<file path="src/rtl/wnsf_pkg.sv">
// shared constants for the windowed noise sensor fusion core
`default_nettype none
package wnsf_pkg;
    localparam int WINDOW    = 10;
    localparam int FRAC_BITS = 16;
    localparam int NUM_CH    = 3;
    localparam int DATA_W    = 32;
    localparam int UNC_W     = 31;
    localparam int IDX_W     = (WINDOW > 1) ? $clog2(WINDOW) : 1;
    localparam int SUM_W     = DATA_W + IDX_W;
    localparam int DIV_W     = 64;
    localparam int DEN_W     = 33;
    localparam int DIV_CNT_W = $clog2(DIV_W + 1);
    localparam int SQRT_STEPS = 32;
    localparam int SQRT_CNT_W = $clog2(SQRT_STEPS + 1);
    localparam int MUL_W     = 34;
    localparam int GAIN_W    = FRAC_BITS + 1;
    localparam int IN_TDATA_W  = 288;
    localparam int OUT_TDATA_W = 96;
    // divide by WINDOW as a multiply by a rounded-up reciprocal, exact for RCP_N bit dividends
    localparam int RCP_N     = 2*DATA_W - 1 - FRAC_BITS + IDX_W;
    localparam int RCP_K     = RCP_N + IDX_W;
    localparam int RCP_ACC_W = 2*RCP_N + 1;
    localparam logic [RCP_N:0] RCP_M =
        (RCP_N+1)'(((128'd1 << RCP_K) + 128'(WINDOW) - 128'd1) / 128'(WINDOW));
endpackage
`default_nettype wire

</file>
<file path="src/rtl/wnsf_mul.sv">
// registered signed multiplier shared by squares, reciprocal divides, squared mean and gain product
`default_nettype none
module wnsf_mul (
    input  wire logic                                  clk,
    input  wire logic signed [wnsf_pkg::MUL_W-1:0]     a,
    input  wire logic signed [wnsf_pkg::MUL_W-1:0]     b,
    output logic signed [2*wnsf_pkg::MUL_W-1:0]        p
);
    import wnsf_pkg::*;

    logic signed [2*MUL_W-1:0] p_reg;

    always_ff @(posedge clk)
    begin
        p_reg <= a * b;
    end

    assign p = p_reg;
endmodule
`default_nettype wire

</file>
<file path="config.mk">
export PLATFORM = sky130hd
export DESIGN_NAME = wnsf_mul
export DESIGN_NICKNAME = d
export VERILOG_FILES = /design/src/rtl/wnsf_pkg.sv /design/src/rtl/wnsf_mul.sv
export SDC_FILE = /design/constraint.sdc
export NUM_CORES = 2
export LEC_CHECK = 0
export BUFFER_PORTS_ARGS = -buffer_cell sky130_fd_sc_hd__buf_2
export CORE_MARGIN = 10
export CORE_UTILIZATION = 55
export DETAILED_ROUTE_END_ITERATION = 16
export PLACE_DENSITY = 0.72
export SLEW_MARGIN = 20
export SYNTH_ARGS = -nofsm -noshare
export SYNTH_HDL_FRONTEND = slang
export SYNTH_SLANG_ARGS = --single-unit
</file>
<file path="constraint.sdc">
create_clock -name clk -period 13.7 [get_ports clk]
set_input_delay 1.37 -clock clk [delete_from_list [all_inputs] [get_ports clk]]
set_output_delay 1.37 -clock clk [all_outputs]
set_load 0.02 [all_outputs]
</file>
==> flow_summary.json <==
{
  "slowest_delay_ps": 1190,
  "post_cts_resized": 0,
  "path_buf_inv": 6,
  "wl_met1_um": 45000,
  "fin_setup_tns_ps": 0,
  "ys_ff_latch": 68,
  "clock_sinks": 68,
  "cts-root-buf": "clkbuf_16",
  "cap_violations": 0,
  "cts_tree": "done",
  "seq_area_frac_synth_pct": 3.16,
  "die-area_um2": 89800,
  "fp.coreArea_um2": 77500,
  "period_minus_slack_ps": 9420,
  "ys.warnings.count": 0,
  "initial_core_util_pct": 55.5,
  "vias": 30100,
  "nFillCells": 6872,
  "period_share_pct": 68.8,
  "worstPathRequired_ps": 13980,
  "nNetsFinal": 6009,
  "h-tree-depth": 3,
  "grtUsageTotal_pct": 27.1,
  "synth_edf_count": 0,
  "grt_max_degree": 35,
  "initialDrtViolationCount": 2124,
  "setup_viol": 0,
  "worst_pin_slew_ps": 1090,
  "clock_path_buffers": 2,
  "critPathKind": "in -> reg",
  "grt_antenna_before_repair": 10,
  "top_layer_used": "met5",
  "synth.net_count": 6068,
  "die_y_um": 300,
  "slew_violations": 0,
  "areaGrowthSynthToFinish_pct": 3.71,
  "num_io_pins": 137,
  "routedWlPerCell_um": 20.7,
  "path_max_fanout": 34,
  "cp.depth": 23,
  "postRouteAntennaNets": 0,
  "cp-end-kind": "flip-flop",
  "outcome": "finished, final reports clean",
  "dp_hpwl_um": 88200,
  "cpMostUsedCell": "fa_1",
  "crit_start": "b[7]",
  "synthFlopType": "dfxtp_1",
  "cp_top_family": "adder cells",
  "ys_async_sr_fraction_pct": 0,
  "max-slew-margin-rel_pct": 27.3,
  "largest_reg_flops": 68,
  "drt_pass1_iterations": 6,
  "row_count": 102,
  "syn_avg_cell_area_um2": 9.45,
  "postCtsHoldBufs": 0,
  "io_buffer_count": 136,
  "cts_setup_buffers": 0,
  "startpoint_type": "input port",
  "cp.arrival_ps": 9700,
  "vias_per_cell": 5.42,
  "met3_length_um": 9200,
  "grt_overflow": 0,
  "critical-path-slowest-cell": "fa_1",
  "syn_inst": 4554,
  "grt_pass1_vias": 34300,
  "finalHoldViolations": 0,
  "rsz0062_at_grt": "no",
  "wirelength_um": 115000,
  "drc_errors": 0,
  "cts_made_buffers": 9,
  "synth_cell_type_count": 69,
  "wl_met2_um": 56600,
  "fmax_ghz": 0.106,
  "cp-endpoint": "p[62]",
  "drive_above_1_share_pct": 4.56,
  "holdCritPathClass": "in -> reg",
  "cts.reportedPaths.clkPinSlew_ps": 70,
  "fp.dieW_um": 300,
  "gp_congestion": 0.910,
  "path_cells": "buf_2 -> nand2_1 -> inv_1 -> fa_1 -> inv_1 -> fa_1 -> inv_1 -> fa_1 -> fa_1 -> fa_1 -> fa_1 -> fa_1 -> inv_1 -> fa_1 -> inv_1 -> ha_1 -> and2_1 -> nand2_1 -> o41ai_1 -> a31oi_4 -> o31ai_4 -> a21oi_2 -> xnor2_1",
  "grt_pass1_wl_um": 189000,
  "netlist_area_um2": 43000
}
## worst min-delay path by stage
stage / start / endpoint / slack [ps] / cells past startpoint
after floorplan: a[0] / p[0] / 1500 / 1
after global placement: p[1] / p[1] / 1790 / 1
after detailed placement: p[35] / p[35] / 1790 / 1
after CTS: b[0] / p[0] / 1550 / 3
after global routing: b[0] / p[0] / 1590 / 3
final: b[0] / p[0] / 1560 / 3
## cells by family (layout without fill, tap and decap cells)
family                     after synthesis  after routing  share of synthesized area, %
DFF                                     68             68                          3.16
buffers and inverters                 1460           1406                          12.8
adders and majority gates             1445           1445                          63.7
xor gates and xnor gates                79             79                          1.61
and+or+nand+nor                       1296           1296                          15.4
AOI/OAI and AO/OA                      206            206                          3.35
other                                    0              1                             0
## cell type report
| cell class | count | area (µm²) | area share (%) |
|---|---|---|---|
| Multi-Input combinational cell | 3026 | 36100 | 81.0 |
| Inverter | 1232 | 4620 | 10.4 |
| Sequential cell | 68 | 1360 | 3.05 |
| Tap cell | 1040 | 1300 | 2.92 |
| Timing Repair Buffer | 158 | 846 | 1.90 |
| Clock buffer | 11 | 243 | 0.544 |
| Clock inverter | 5 | 106 | 0.238 |
| Antenna cell | 1 | 2.50 | 0.00561 |
## cells in the final DEF, fill, tap and decap left out, drive strengths merged, types with 3 or more instances in the layout
master	synthesis	routed
o41ai	6	6
nand3	11	11
and3	8	8
a21o	37	37
nand4	11	11
xor2	23	23
bufinv	0	3
a221oi	4	4
nand2	542	542
a31oi	10	10
and2	623	623
xnor2	56	56
a211o	3	3
fa	1241	1241
clkbuf	217	11
a211oi	7	7
nor3	5	5
nor2b	9	9
nor2	56	56
a21oi	63	63
o211ai	3	3
or2	4	4
inv	1231	1232
buf	9	158
nand2b	20	20
dfxtp	68	68
o21bai	12	12
ha	204	204
o21ai	41	41
o21a	4	4
## per-stage QoR
| stage | setup slack [ps] | cells | cell area [µm²] | hold slack [ps] | util (%) |
|---|---|---|---|---|---|
| floorplan | 4840 | 4554 | 43000 | 1500 | - |
| global placement | 4000 | 5524 | 44300 | 1790 | 57.2 |
| detailed placement | 3860 | 5524 | 44300 | 1790 | 57.2 |
| CTS | 4290 | 5540 | 44600 | 1550 | 57.6 |
| global route | 3890 | 5541 | 44600 | 1590 | 57.6 |
| finish | 4280 | 5541 | 44600 | 1560 | 57.6 |
## routing by layer
| metal | up-vias | global-route usage (%) |
|---|---|---|
| met3 | 282 | 4.89 |
| li1 | 12700 | - |
| met5 | - | 0 |
| met4 | 16 | 8.97 |
| met1 | 15800 | 35.4 |
| met2 | 1263 | 45.5 |
## cells in the mapped netlist, types with 3 or more instances
master / instances / area, µm²
clkbuf_1: 214 / 803
o211ai_1: 3 / 22.5
a211oi_1: 6 / 45.0
and2_1: 621 / 3880
o21ai_1: 7 / 35.0
nand3_1: 11 / 55.1
a21oi_1: 61 / 305
a221oi_1: 3 / 26.3
xor2_1: 23 / 201
fa_1: 1241 / 24800
nor3_1: 5 / 25.0
and3_2: 3 / 22.5
nor2_1: 54 / 203
nand2b_1: 20 / 125
nand2_1: 542 / 2030
a31oi_1: 7 / 43.8
dfxtp_1: 68 / 1360
nor2b_1: 9 / 56.3
o21bai_1: 12 / 90.1
o41ai_1: 3 / 26.3
ha_1: 204 / 2550
and3_1: 5 / 31.3
or2_2: 4 / 25.0
nand4_1: 11 / 68.8
a21o_1: 37 / 278
o21ai_0: 31 / 155
o41ai_2: 3 / 48.8
o21a_1: 4 / 30.0
buf_4: 4 / 30.0
inv_1: 1231 / 4620
xnor2_1: 56 / 490
Power is not shown: default switching activity piles up to over one toggle a cycle in this logic, so the estimate is an artifact.
