`src/rtl/wnsf_pkg.sv`:
```
// shared constants for the windowed noise sensor fusion core
`default_nettype none
package wnsf_pkg;
    localparam int WINDOW    = 10;
    localparam int FRAC_BITS = 16;
    localparam int NUM_CH    = 3;
    localparam int DATA_W    = 32;
    localparam int UNC_W     = 31;
    localparam int IDX_W     = (WINDOW > 1) ? $clog2(WINDOW) : 1;
    localparam int SUM_W     = DATA_W + IDX_W;
    localparam int DIV_W     = 64;
    localparam int DEN_W     = 33;
    localparam int DIV_CNT_W = $clog2(DIV_W + 1);
    localparam int SQRT_STEPS = 32;
    localparam int SQRT_CNT_W = $clog2(SQRT_STEPS + 1);
    localparam int MUL_W     = 34;
    localparam int GAIN_W    = FRAC_BITS + 1;
    localparam int IN_TDATA_W  = 288;
    localparam int OUT_TDATA_W = 96;
    // divide by WINDOW as a multiply by a rounded-up reciprocal, exact for RCP_N bit dividends
    localparam int RCP_N     = 2*DATA_W - 1 - FRAC_BITS + IDX_W;
    localparam int RCP_K     = RCP_N + IDX_W;
    localparam int RCP_ACC_W = 2*RCP_N + 1;
    localparam logic [RCP_N:0] RCP_M =
        (RCP_N+1)'(((128'd1 << RCP_K) + 128'(WINDOW) - 128'd1) / 128'(WINDOW));
endpackage
`default_nettype wire

```
`src/rtl/wnsf_sqrt.sv`:
```
// iterative integer square root, one root bit per cycle
`default_nettype none
module wnsf_sqrt (
    input  wire logic                          clk,
    input  wire logic                          rst_n,
    input  wire logic                          start,
    input  wire logic [wnsf_pkg::DIV_W-1:0]    radicand,
    output logic                               done,
    output logic [wnsf_pkg::SQRT_STEPS-1:0]    root
);
    import wnsf_pkg::*;

    logic [DIV_W-1:0]      rad_reg;
    logic [SQRT_STEPS+1:0] rem_reg;
    logic [SQRT_STEPS-1:0] root_reg;
    logic [SQRT_CNT_W-1:0] cnt_reg;
    logic                  busy_reg;
    logic                  done_reg;
    logic [SQRT_STEPS+3:0] rem_sh;
    logic [SQRT_STEPS+1:0] trial;
    logic                  fits;

    assign rem_sh = {rem_reg, rad_reg[DIV_W-1:DIV_W-2]};
    assign trial  = {root_reg, 2'b01};
    assign fits   = rem_sh >= {2'b00, trial};

    always_ff @(posedge clk or negedge rst_n)
    begin
        if (!rst_n)
        begin
            busy_reg <= 1'b0;
            done_reg <= 1'b0;
            cnt_reg  <= '0;
        end
        else if (start)
        begin
            busy_reg <= 1'b1;
            done_reg <= 1'b0;
            cnt_reg  <= SQRT_CNT_W'(SQRT_STEPS);
        end
        else if (busy_reg)
        begin
            cnt_reg <= cnt_reg - 1'b1;
            if (cnt_reg == SQRT_CNT_W'(1))
            begin
                busy_reg <= 1'b0;
                done_reg <= 1'b1;
            end
        end
        else
        begin
            done_reg <= 1'b0;
        end
    end

    always_ff @(posedge clk)
    begin
        if (start)
        begin
            rad_reg  <= radicand;
            rem_reg  <= '0;
            root_reg <= '0;
        end
        else if (busy_reg)
        begin
            rad_reg <= {rad_reg[DIV_W-3:0], 2'b00};
            if (fits)
            begin
                rem_reg <= (SQRT_STEPS+2)'(rem_sh - {2'b00, trial});
            end
            else
            begin
                rem_reg <= rem_sh[SQRT_STEPS+1:0];
            end
            root_reg <= {root_reg[SQRT_STEPS-2:0], fits};
        end
    end

    assign done = done_reg;
    assign root = root_reg;
endmodule
`default_nettype wire

```
`config.mk`:
```
export PLATFORM = sky130hd
export DESIGN_NAME = wnsf_sqrt
export DESIGN_NICKNAME = d
export VERILOG_FILES = /design/src/rtl/wnsf_pkg.sv /design/src/rtl/wnsf_sqrt.sv
export SDC_FILE = /design/constraint.sdc
export NUM_CORES = 1
export LEC_CHECK = 0
export BUFFER_PORTS_ARGS = -buffer_cell sky130_fd_sc_hd__buf_2
export CORE_MARGIN = 1.5
export CORE_UTILIZATION = 40
export CTS_CLUSTER_DIAMETER = 120
export DETAILED_ROUTE_END_ITERATION = 6
export GPL_ROUTABILITY_DRIVEN = 1
export PLACE_DENSITY_LB_ADDON = 0.3
export SLEW_MARGIN = 20
export SYNTH_ARGS = -nofsm -noshare
export SYNTH_HDL_FRONTEND = slang
export SYNTH_SLANG_ARGS = --single-unit
```
`constraint.sdc`:
```
create_clock -name clk -period 2.8 [get_ports clk]
set_input_delay 0.28 -clock clk [delete_from_list [all_inputs] [get_ports clk]]
set_output_delay 0.28 -clock clk [all_outputs]
set_load 0.005 [all_outputs]
```
==> results by group <==
Status
  • Status: completed

STA
  • Final Hold Viols: 0
  • Min Clock Period, post-route: 2676 ps
  • Final Setup Violations: 0
  • Clk_skew: 15.64 ps
  • Fin crit share: 0.9557
  • Rel. slew slack: 0.4516
  • Worst-Margin Slew: 822.6 ps
  • Final Slew Violations: 0
  • Post-route setup TNS: 0 ps
  • FMAX: 0.3737 GHz

Synth
  • #FFs+latches synth: 138
  • Mapped Cells: 731
  • Syn_nets: 834
  • Yosys top cell area share: 0.2553
  • Top-count cell post-synth: nor2_1
  • Synth warn: 0
  • Post-synth EDFFs: 64
  • Async SR Flop Fraction: 0.05797
  • Largest area contributor in the netlist: edfxtp_1
  • Syn_area_per_cell: 10.30 sq um
  • Sequential area share after synthesis: 0.4574
  • Netlist cell types: 53
  • Synthesized area: 7528 sq um
  • Main synth FF type: dfxtp_1
  • Synth cell count leaders: 77 x nor2_1, 66 x dfxtp_1, 64 x edfxtp_1
  • Synth area leaders: edfxtp_1 26%, dfxtp_1 18%, mux2_2 9.4%, mux2i_1 6.9%, ha_1 6.0%

Finish
  • Finished Layout Cells: 1094
  • Max reg flops: 64
  • Antenna Diode Count: 0
  • Nets@finish: 955
  • Area Overhead vs Synth: 22.72%
  • Design Area, Final: 9239 sq um
  • Layout cell share with drive strength beyond 1: 0.3168

Floorplanning
  • Die width: 140.2 um
  • Core Box Area: 18210 sq um
  • Num rows: 49
  • Starting Density: 0.4135
  • I/O pin cnt: 100
  • Die ar.: 19650 sq um
  • Die height: 140.2 um

Power
  • Comb pwr share: 0.508
  • Pint: 6318 uW
  • Seq pwr share: 0.274
  • Pleak: 0.004118 uW
  • Clock power share: 0.218
  • Pwr dens: 1101 nW/um^2
  • Sw frac: 0.3786
  • Sw Pwr: 3850 uW
  • Peak VDD IR: 0.0005580 V

Detailed routing
  • Final WL: 16620 um
  • WL/cell: 15.19 um
  • DRT iter0 DRCs: 263
  • Drc violations: 0
  • Via Count: 5690
  • DRT Pass-1 Iters: 5
  • DRT antenna net count: 0
  • Post-DR vias/cell: 5.201

CTS
  • Clock sinks: 138
  • CTS max path bufs: 2
  • H-tree depth: 4
  • Clk_lat worst skew: 430 ps
  • Root Driver: clkbuf_16
  • CTS tree: done
  • CTS Buf Count: 17
  • CTS clk-pin slew, worst paths: 60 ps

Worst hold path
  • Hold path start: radicand[0]
  • Worst hold path class: in -> reg

Placed design
  • IO buf count: 99
  • Cells after DPL: 1059
  • DP Area: 8476 sq um
  • HPWL Detailed: 11280 um
  • Gp weighted congestion: 0.8602

Setup path
  • Worst Path Required: 3130 ps
  • Worst R2R End: rem_reg[32]$_SDFFE_PP0P_
  • Flop2flop setup slack: 120 ps
  • Crit path kind: reg -> reg
  • WP data arrival: 3010 ps
  • Beginning of the critical path: root[3]$_SDFFE_PP0P_
  • CP max FO: 18
  • R2R Path Start: root[3]$_SDFFE_PP0P_
  • R2R depth: 10
  • Critical path capture point: rem_reg[32]$_SDFFE_PP0P_
  • Worst Setup End Kind: flip-flop
  • Startpoint types: flip-flop

Global route
  • Antenna violations before repair: 2
  • Wire length of the first global-routing pass: 27950 um
  • Largest net degree at the start of global routing: 132
  • GRT Total Usage: 0.1761
  • Total congestion overflow: 0
  • Number of global-route vias before repair: 5788

Run
  • Max_cap viols: 0
kinds of logic (layout without fill, tap and decap cells):
kind of cell / Yosys count / in the layout / share of synthesized area
DFF: 138 / 138 / 0.4574
AOI/OAI and AO/OA: 157 / 157 / 0.1340
muxes: 115 / 115 / 0.1634
adders and majority gates: 36 / 36 / 0.05983
buffers and inverters: 80 / 214 / 0.04354
xor gates and xnor gates: 35 / 35 / 0.04072
and+or+nand+nor: 170 / 170 / 0.1012
metrics by stage:
step	power, uW	hold WS [ps]	util	setup WS (ps)
after global routing	10960	125.1	0.5074	-5.119
after floorplan	6398	-15.59	-	99.91
after detailed placement	7616	134.3	0.4655	-7.572
after global placement	7565	136.3	0.4655	38.89
final	10170	141.6	0.5074	124.1
after CTS	9936	125.9	0.4988	14.07
cell type report:
cell class	instances	area, sq um
Fill cell	1724	8970
Multi-Input combinational cell	513	3915
Sequential cell	138	3450
Timing Repair Buffer	138	843.3
Clock buffer	17	425.4
Tap cell	229	286.5
Inverter	44	165.2
Clock inverter	15	153.9
how the worst min path moves through the flow:
stage	to	cells past startpoint
2_1_floorplan	busy_reg$_DFF_PN0_	0
3_3_place_gp	cnt_reg[4]$_DFFE_PN0P_	1
6_report	rad_reg[0]$_SDFFCE_PN0P_	2
4_1_cts	rad_reg[0]$_SDFFCE_PN0P_	2
5_1_grt	rad_reg[0]$_SDFFCE_PN0P_	2
3_5_place_dp	cnt_reg[4]$_DFFE_PN0P_	1
power groups by stage:
stage               Sequential, uW  Combinational [uW]  Clock (uW)
global placement              2810                4760           0
floorplan                     2740                3660           0
finish                        2790                5170        2210
global route                  2840                5770        2360
detailed placement            2810                4800           0
CTS                           2780                4880        2270
critical path: stages, from the launching register on:
cell and delay [ps]:
dfxtp_1 360, inv_1 60, ha_1 220, or4_4 520, o21ai_2 190, o221a_4 240
o21bai_2 90, a211o_4 380, buf_12 170, mux2i_1 120, a211oi_1 230
routing by layer:
| metal | vias up | track usage | part of all wire |
|---|---|---|---|
| li1 | 2873 | - | - |
| met2 | 119 | 0.2806 | 0.47 |
| met3 | 16 | 0.06735 | 0.060 |
| met5 | - | 0 | 0.00072 |
| met4 | 2 | 0.05319 | 0.011 |
| met1 | 2680 | 0.2217 | 0.46 |
what timing repair did:
action,CTS,global route
gates cloned,0,0
pin swaps,0,10
hold endpoints to repair,8,0
hold buffers,1,0
endpoints found under the setup margin,2,30
setup buffers,0,2
gates resized for setup,4,33
layout by cell type (no fill, tap or decap), types with 3 or more instances in the layout:
master      netlist  layout
o211ai_1          3       3
xnor2_1          19      19
o21bai_1          3       3
clkbuf_16         0      17
ha_2              0       6
dfxtp_1          66      64
dfrtp_1           8       7
mux2i_1          52      52
and3_1            5       5
or3_1             3       3
ha_1             36      28
a21o_1           14      14
buf_12            0       4
o21a_1            4       4
clkinvlp_4        0       3
edfxtp_1         64      64
nor2_1           77      77
a31oi_1           7       5
inv_6             0       5
nor3_1            5       5
o21ai_1           5       8
xor2_1           16      16
o21ai_0          29      26
a21oi_1          49      41
buf_2             1      98
inv_1            44      43
a211oi_1         18      16
nand2_1          39      38
buf_4             1      35
nor2b_1           3       3
inv_8             0       4
a21oi_2           0       8
mux2_2           63      63
a211oi_2          3       5
nand4_1           4       4
o221ai_1          3       3
nand3_1          13      13
nand2b_1         10       9
Note: power is estimated with default switching activity, not from simulation.
