**src/rtl/wnsf_pkg.sv**
```systemverilog
// shared constants for the windowed noise sensor fusion core
`default_nettype none
package wnsf_pkg;
    localparam int WINDOW    = 10;
    localparam int FRAC_BITS = 16;
    localparam int NUM_CH    = 3;
    localparam int DATA_W    = 32;
    localparam int UNC_W     = 31;
    localparam int IDX_W     = (WINDOW > 1) ? $clog2(WINDOW) : 1;
    localparam int SUM_W     = DATA_W + IDX_W;
    localparam int DIV_W     = 64;
    localparam int DEN_W     = 33;
    localparam int DIV_CNT_W = $clog2(DIV_W + 1);
    localparam int SQRT_STEPS = 32;
    localparam int SQRT_CNT_W = $clog2(SQRT_STEPS + 1);
    localparam int MUL_W     = 34;
    localparam int GAIN_W    = FRAC_BITS + 1;
    localparam int IN_TDATA_W  = 288;
    localparam int OUT_TDATA_W = 96;
    // divide by WINDOW as a multiply by a rounded-up reciprocal, exact for RCP_N bit dividends
    localparam int RCP_N     = 2*DATA_W - 1 - FRAC_BITS + IDX_W;
    localparam int RCP_K     = RCP_N + IDX_W;
    localparam int RCP_ACC_W = 2*RCP_N + 1;
    localparam logic [RCP_N:0] RCP_M =
        (RCP_N+1)'(((128'd1 << RCP_K) + 128'(WINDOW) - 128'd1) / 128'(WINDOW));
endpackage
`default_nettype wire

```
**src/rtl/wnsf_div.sv**
```systemverilog
// iterative restoring divider, one quotient bit per cycle
`default_nettype none
module wnsf_div (
    input  wire logic                          clk,
    input  wire logic                          rst_n,
    input  wire logic                          start,
    input  wire logic [wnsf_pkg::DIV_W-1:0]    dividend,
    input  wire logic [wnsf_pkg::DEN_W-1:0]    divisor,
    output logic                               done,
    output logic [wnsf_pkg::DIV_W-1:0]         quotient
);
    import wnsf_pkg::*;

    logic [DEN_W-1:0]     den_reg;
    logic [DEN_W-1:0]     rem_reg;
    logic [DIV_W-1:0]     quo_reg;
    logic [DIV_CNT_W-1:0] cnt_reg;
    logic                 busy_reg;
    logic                 done_reg;
    logic [DEN_W:0]       rem_sh;
    logic                 fits;

    assign rem_sh = {rem_reg, quo_reg[DIV_W-1]};
    assign fits   = rem_sh >= {1'b0, den_reg};

    always_ff @(posedge clk or negedge rst_n)
    begin
        if (!rst_n)
        begin
            busy_reg <= 1'b0;
            done_reg <= 1'b0;
            cnt_reg  <= '0;
        end
        else if (start)
        begin
            busy_reg <= 1'b1;
            done_reg <= 1'b0;
            cnt_reg  <= DIV_CNT_W'(DIV_W);
        end
        else if (busy_reg)
        begin
            cnt_reg <= cnt_reg - 1'b1;
            if (cnt_reg == DIV_CNT_W'(1))
            begin
                busy_reg <= 1'b0;
                done_reg <= 1'b1;
            end
        end
        else
        begin
            done_reg <= 1'b0;
        end
    end

    always_ff @(posedge clk)
    begin
        if (start)
        begin
            den_reg <= divisor;
            rem_reg <= '0;
            quo_reg <= dividend;
        end
        else if (busy_reg)
        begin
            if (fits)
            begin
                rem_reg <= DEN_W'(rem_sh - {1'b0, den_reg});
            end
            else
            begin
                rem_reg <= rem_sh[DEN_W-1:0];
            end
            quo_reg <= {quo_reg[DIV_W-2:0], fits};
        end
    end

    assign done     = done_reg;
    assign quotient = quo_reg;
endmodule
`default_nettype wire

```
**config.mk**
```make
export PLATFORM = sky130hd
export DESIGN_NAME = wnsf_div
export DESIGN_NICKNAME = d
export VERILOG_FILES = /design/src/rtl/wnsf_pkg.sv /design/src/rtl/wnsf_div.sv
export SDC_FILE = /design/constraint.sdc
export NUM_CORES = 1
export LEC_CHECK = 0
export BUFFER_PORTS_ARGS = -buffer_cell sky130_fd_sc_hd__buf_4
export CAP_MARGIN = 20
export CELL_PAD_IN_SITES_DETAIL_PLACEMENT = 2
export CELL_PAD_IN_SITES_GLOBAL_PLACEMENT = 2
export CORE_MARGIN = 8
export CORE_UTILIZATION = 35
export CTS_BUF_LIST = sky130_fd_sc_hd__clkbuf_16
export CTS_CLUSTER_SIZE = 40
export DETAILED_ROUTE_END_ITERATION = 6
export MAX_ROUTING_LAYER = met4
export PLACE_DENSITY_LB_ADDON = 0.1
export SYNTH_ARGS = -nofsm -noshare
export SYNTH_HDL_FRONTEND = slang
export SYNTH_SLANG_ARGS = --single-unit
```
**constraint.sdc**
```tcl
create_clock -name clk -period 4.1 [get_ports clk]
set_clock_uncertainty 0.1 [all_clocks]
set_input_delay 0 -clock clk [delete_from_list [all_inputs] [get_ports clk]]
set_output_delay 0 -clock clk [all_outputs]
set_load 0.01 [all_outputs]
```
==> Flow_metrics.wiki <==
{| class="wikitable"
! Metric !! Value
|-
| CP startpoint kind || flop
|-
| Count of antenna-violating nets left after detailed routing || 0
|-
| Required time reported for the critical path endpoint || between 4 and 5 ns
|-
| Cell-internal power || 3.63 mW
|-
| Hold Violations, Final || 0
|-
| Clk Latency, worst-skew pair || 0.44 ns
|-
| Run status || finished clean
|-
| Count of synthesis-stage warnings from yosys || 0
|-
| Detailed placement HPWL || 17100 um
|-
| Fin nets || 1095
|-
| Largest register FFs || 64
|-
| Part of the total power dissipated in sequential elements || 0.339
|-
| Syn nets || about 830
|-
| Multiplexer fraction of the synthesized cell area || 0.123
|-
| Setup WS post-layout || 0.572 ns
|-
| Level count of the clock H-tree || 4
|-
| FF/Latch Area || 3800 um^2
|-
| WHS Endpoint || quotient[9]
|-
| CTS Buf Count || 17
|-
| Reg2reg path depth || 11
|-
| Leakage power total || roughly 4.6 nW
|-
| Number of antenna violations at the first check in global routing || 2
|-
| Vert. Die Dim || between 150 and 200 um
|-
| CTS tree || built
|-
| Mapped Avg Cell Area || between 10 and 15 um^2
|-
| Area fraction in and, or, nand and nor cells after synthesis || 0.0994
|-
| Total global routing track utilization || 0.224
|-
| Layout cells sized above 1 || 0.292
|-
| Starting density of the core || 0.352
|-
| Share of flip-flops with an asynchronous set or reset after synthesis || 0.0647
|-
| Type of the worst min-delay path || in -> reg
|-
| Number of flops mapped to enable cells by yosys || 97
|-
| Remaining max-slew budget at the tightest pin || 0.395
|-
| Clock buffer depth || 2
|-
| R2r endpoint || rem_reg[29]
|-
| Class of the most critical setup path || reg -> reg
|-
| Number of standard cells in the final layout excluding fillers || between 1000 and 1500
|-
| Primary FF master, synth || sky130_fd_sc_hd__edfxtp_1
|-
| Clock sink count || 139
|-
| Final-report setup violation count || 0
|-
| Synth Area in Adders || 0.0601
|-
| Number of max-slew violations in the final report || 0
|-
| Routed wire per std cell || 23.1 um
|-
| Cell count after placement || ~1100
|-
| Post-placement setup slack || 0.620 ns
|-
| Register bit total from synthesis || 139
|-
| Pin count of the biggest net entering global routing || 50
|-
| Setup repair after global routing missed its margin || false
|-
| Clk Tree Root Cell || sky130_fd_sc_hd__clkbuf_16
|-
| Slew at the pin closest to its max-slew limit || 0.904 ns
|-
| Synth top area cells || sky130_fd_sc_hd__edfxtp_1 38%, sky130_fd_sc_hd__mux2_2 9.8%, sky130_fd_sc_hd__dfxtp_1 8.7%, sky130_fd_sc_hd__ha_1 5.7%, sky130_fd_sc_hd__dfrtp_1 3.0%
|-
| Final Cell Area || 10700 um^2
|-
| Data arrival time at the worst-slack endpoint || 3.77 ns
|-
| Critical R2R Launch || den_reg[20]
|-
| Number of iterations in the first detailed-routing pass || 4
|-
| Wire length of the first global-routing pass || 45200 um
|-
| Pwr/cell area || about 560 nW/um^2
|-
| Total wire length after detailed routing || ~29000 um
|-
| DRC violation total after the first TritonRoute iteration || 265
|-
| Max Cap Viol || 0
|-
| Kind of capture point of the worst setup path || flop
|-
| Die ar. || 26700 um^2
|-
| Cell row count || 54
|-
| Achievable clock frequency || 283 MHz
|-
| Worst-case register-to-register setup slack || between 0.5 and 0.6 ns
|-
| Count of unresolved DRC violations after routing || 0
|-
| Number of filler instances in the final layout || 2198
|-
| Count of input and output buffers || between 150 and 200
|-
| Setup TNS || 0 ns
|-
| Via density || 5.26
|-
| Area overhead of the layout relative to synthesis || 40.6%
|-
| Worst-case vdd ir drop || 0.236 mV
|-
| Source of the worst hold timing path || start
|-
| Post-synth top area cell || sky130_fd_sc_hd__edfxtp_1
|-
| Area taken by multi-input logic gates || 3480 um^2
|-
| Via count of the first global-routing pass || 7622
|-
| Total vias in the final route || 6598
|-
| Clk network pwr share || 0.264
|-
| WHS Path Cells || 2
|-
| Biggest fanout along the worst timing path || 28
|-
| CTS clk-pin slew, worst paths || 0.08 ns
|-
| Cells resized by post-CTS repair || 0
|-
| Yosys cell types || 57
|-
| Horiz. Die Dim || approximately 160 um
|-
| Post-synthesis share of cell area spent on xor and xnor gates || 0.0253
|-
| Final critical-path required period || approximately 3.5 ns
|-
| Post-DP Area || 9140 um^2
|-
| Synthesized instance count || between 600 and 700
|-
| Switch share || 0.391
|-
| Floorplan core area || ~22000 um^2
|-
| Most numerous cell types in the synthesized netlist || 97 x sky130_fd_sc_hd__edfxtp_1, 66 x sky130_fd_sc_hd__mux2_2, 58 x sky130_fd_sc_hd__nor2_1
|-
| Top-area cell type share of the netlist area || 0.382
|-
| Total power || 5.97 mW
|-
| Post-synthesis compound-gate area fraction || 0.149
|-
| Combinational power share || 0.397
|-
| Most instantiated library cell after synthesis || sky130_fd_sc_hd__edfxtp_1
|-
| RD Place Congestion || 0.771
|-
| Total standard cell area after synthesis || 7620 um^2
|-
| IO Pins || 165
|-
| Combinational family with the most area after synthesis || compound AO/OA/AOI/OAI gates
|-
| GR Overflow Total || 0
|-
| Share of the cycle needed by the critical path after routing || 0.861
|-
| Portion of the post-synthesis area used by sequential elements || 0.499
|-
| Net switching power figure || 2.34 mW
|}
-- critical path: stages (launching register included) --
cell,delay (ns)
sky130_fd_sc_hd__edfxtp_1,0.34
sky130_fd_sc_hd__inv_1,0.05
sky130_fd_sc_hd__ha_1,0.40
sky130_fd_sc_hd__nand4_1,0.21
sky130_fd_sc_hd__or3_1,0.47
sky130_fd_sc_hd__nor3_2,0.15
sky130_fd_sc_hd__nand2_1,0.11
sky130_fd_sc_hd__o21ai_4,0.72
sky130_fd_sc_hd__buf_4,0.36
sky130_fd_sc_hd__nor2_1,0.06
sky130_fd_sc_hd__a211o_1,0.30
sky130_fd_sc_hd__a31oi_1,0.18
-- layout make-up --
type | count | share of cell area
Sequential cell | 139 | 0.355
Multi-Input combinational cell | 474 | 0.325
Timing Repair Buffer | 273 | 0.214
Clock buffer | 17 | 0.0397
Tap cell | 280 | 0.0327
Inverter | 54 | 0.0189
Clock inverter | 15 | 0.0143
Antenna cell | 2 | 0.000467
-- timing repair --
item / CTS / global route
hold endpoints to repair: 106 / 0
hold buffers: 99 / 0
setup buffers: 0 / 0
-- worst max path at each step --
stage,start,to,cells past startpoint
2_1_floorplan,quotient[63],rem_reg[28],12
3_3_place_gp,den_reg[21],rem_reg[29],11
3_5_place_dp,den_reg[19],rem_reg[29],11
4_1_cts,den_reg[20],rem_reg[29],11
5_1_grt,den_reg[20],rem_reg[29],11
6_report,den_reg[20],rem_reg[29],11
-- power groups by stage --
stage          Sequential, mW  Clock [mW]  Combinational (mW)
6_report                 2.02        1.58                2.37
5_1_grt                  2.05        1.65                2.59
4_1_cts                  2.00        1.58                2.30
3_5_place_dp             2.02           0                2.18
3_3_place_gp             2.00           0                2.11
2_1_floorplan            2.01           0                1.48
-- logic make-up after synthesis --
| group | after synthesis |
|---|---|
| and+or+nand+nor | 163 |
| DFF | 139 |
| muxes | 85 |
| xor gates and xnor gates | 22 |
| adders and majority gates | 36 |
| buffers and inverters | 84 |
| AOI/OAI and AO/OA | 168 |
-- placed cells by master (no fill, tap or decap), types with 3 or more instances in the layout --
cell,count
sky130_fd_sc_hd__dlygate4sd3_1,99
sky130_fd_sc_hd__or3_1,12
sky130_fd_sc_hd__o21ai_0,34
sky130_fd_sc_hd__nand2b_1,4
sky130_fd_sc_hd__nor2b_1,3
sky130_fd_sc_hd__xor2_1,13
sky130_fd_sc_hd__o21bai_1,5
sky130_fd_sc_hd__and3_1,3
sky130_fd_sc_hd__nor4_1,3
sky130_fd_sc_hd__xnor2_1,9
sky130_fd_sc_hd__nor3_1,14
sky130_fd_sc_hd__a21o_1,16
sky130_fd_sc_hd__edfxtp_1,97
sky130_fd_sc_hd__mux2_2,66
sky130_fd_sc_hd__inv_8,5
sky130_fd_sc_hd__dfxtp_1,33
sky130_fd_sc_hd__inv_6,4
sky130_fd_sc_hd__mux2i_1,19
sky130_fd_sc_hd__ha_1,35
sky130_fd_sc_hd__a21oi_1,39
sky130_fd_sc_hd__a211oi_1,25
sky130_fd_sc_hd__clkbuf_16,17
sky130_fd_sc_hd__dfrtp_1,8
sky130_fd_sc_hd__nor2_1,58
sky130_fd_sc_hd__a211o_1,3
sky130_fd_sc_hd__inv_1,54
sky130_fd_sc_hd__buf_4,174
sky130_fd_sc_hd__nand2_1,41
sky130_fd_sc_hd__nand3_1,10
sky130_fd_sc_hd__nand4_1,7
sky130_fd_sc_hd__o32ai_1,3
sky130_fd_sc_hd__a31oi_1,8
sky130_fd_sc_hd__o211ai_1,8
sky130_fd_sc_hd__o21a_1,6
-- routing by layer --
metal	part of all wire	wire (um)	global-route usage
met5	0	0	-
met4	0.0068	197	0.0405
met1	0.44	12700	0.262
met2	0.51	14600	0.387
met3	0.050	1460	0.0575
-- metrics by stage --
stage / util / hold slack (ns)
finish: 0.495 / 0.176
global placement: 0.423 / -0.270
floorplan: - / -0.396
detailed placement: 0.423 / -0.267
global route: 0.495 / 0.186
CTS: 0.495 / 0.173
Note: power is estimated with default switching activity, not from simulation.
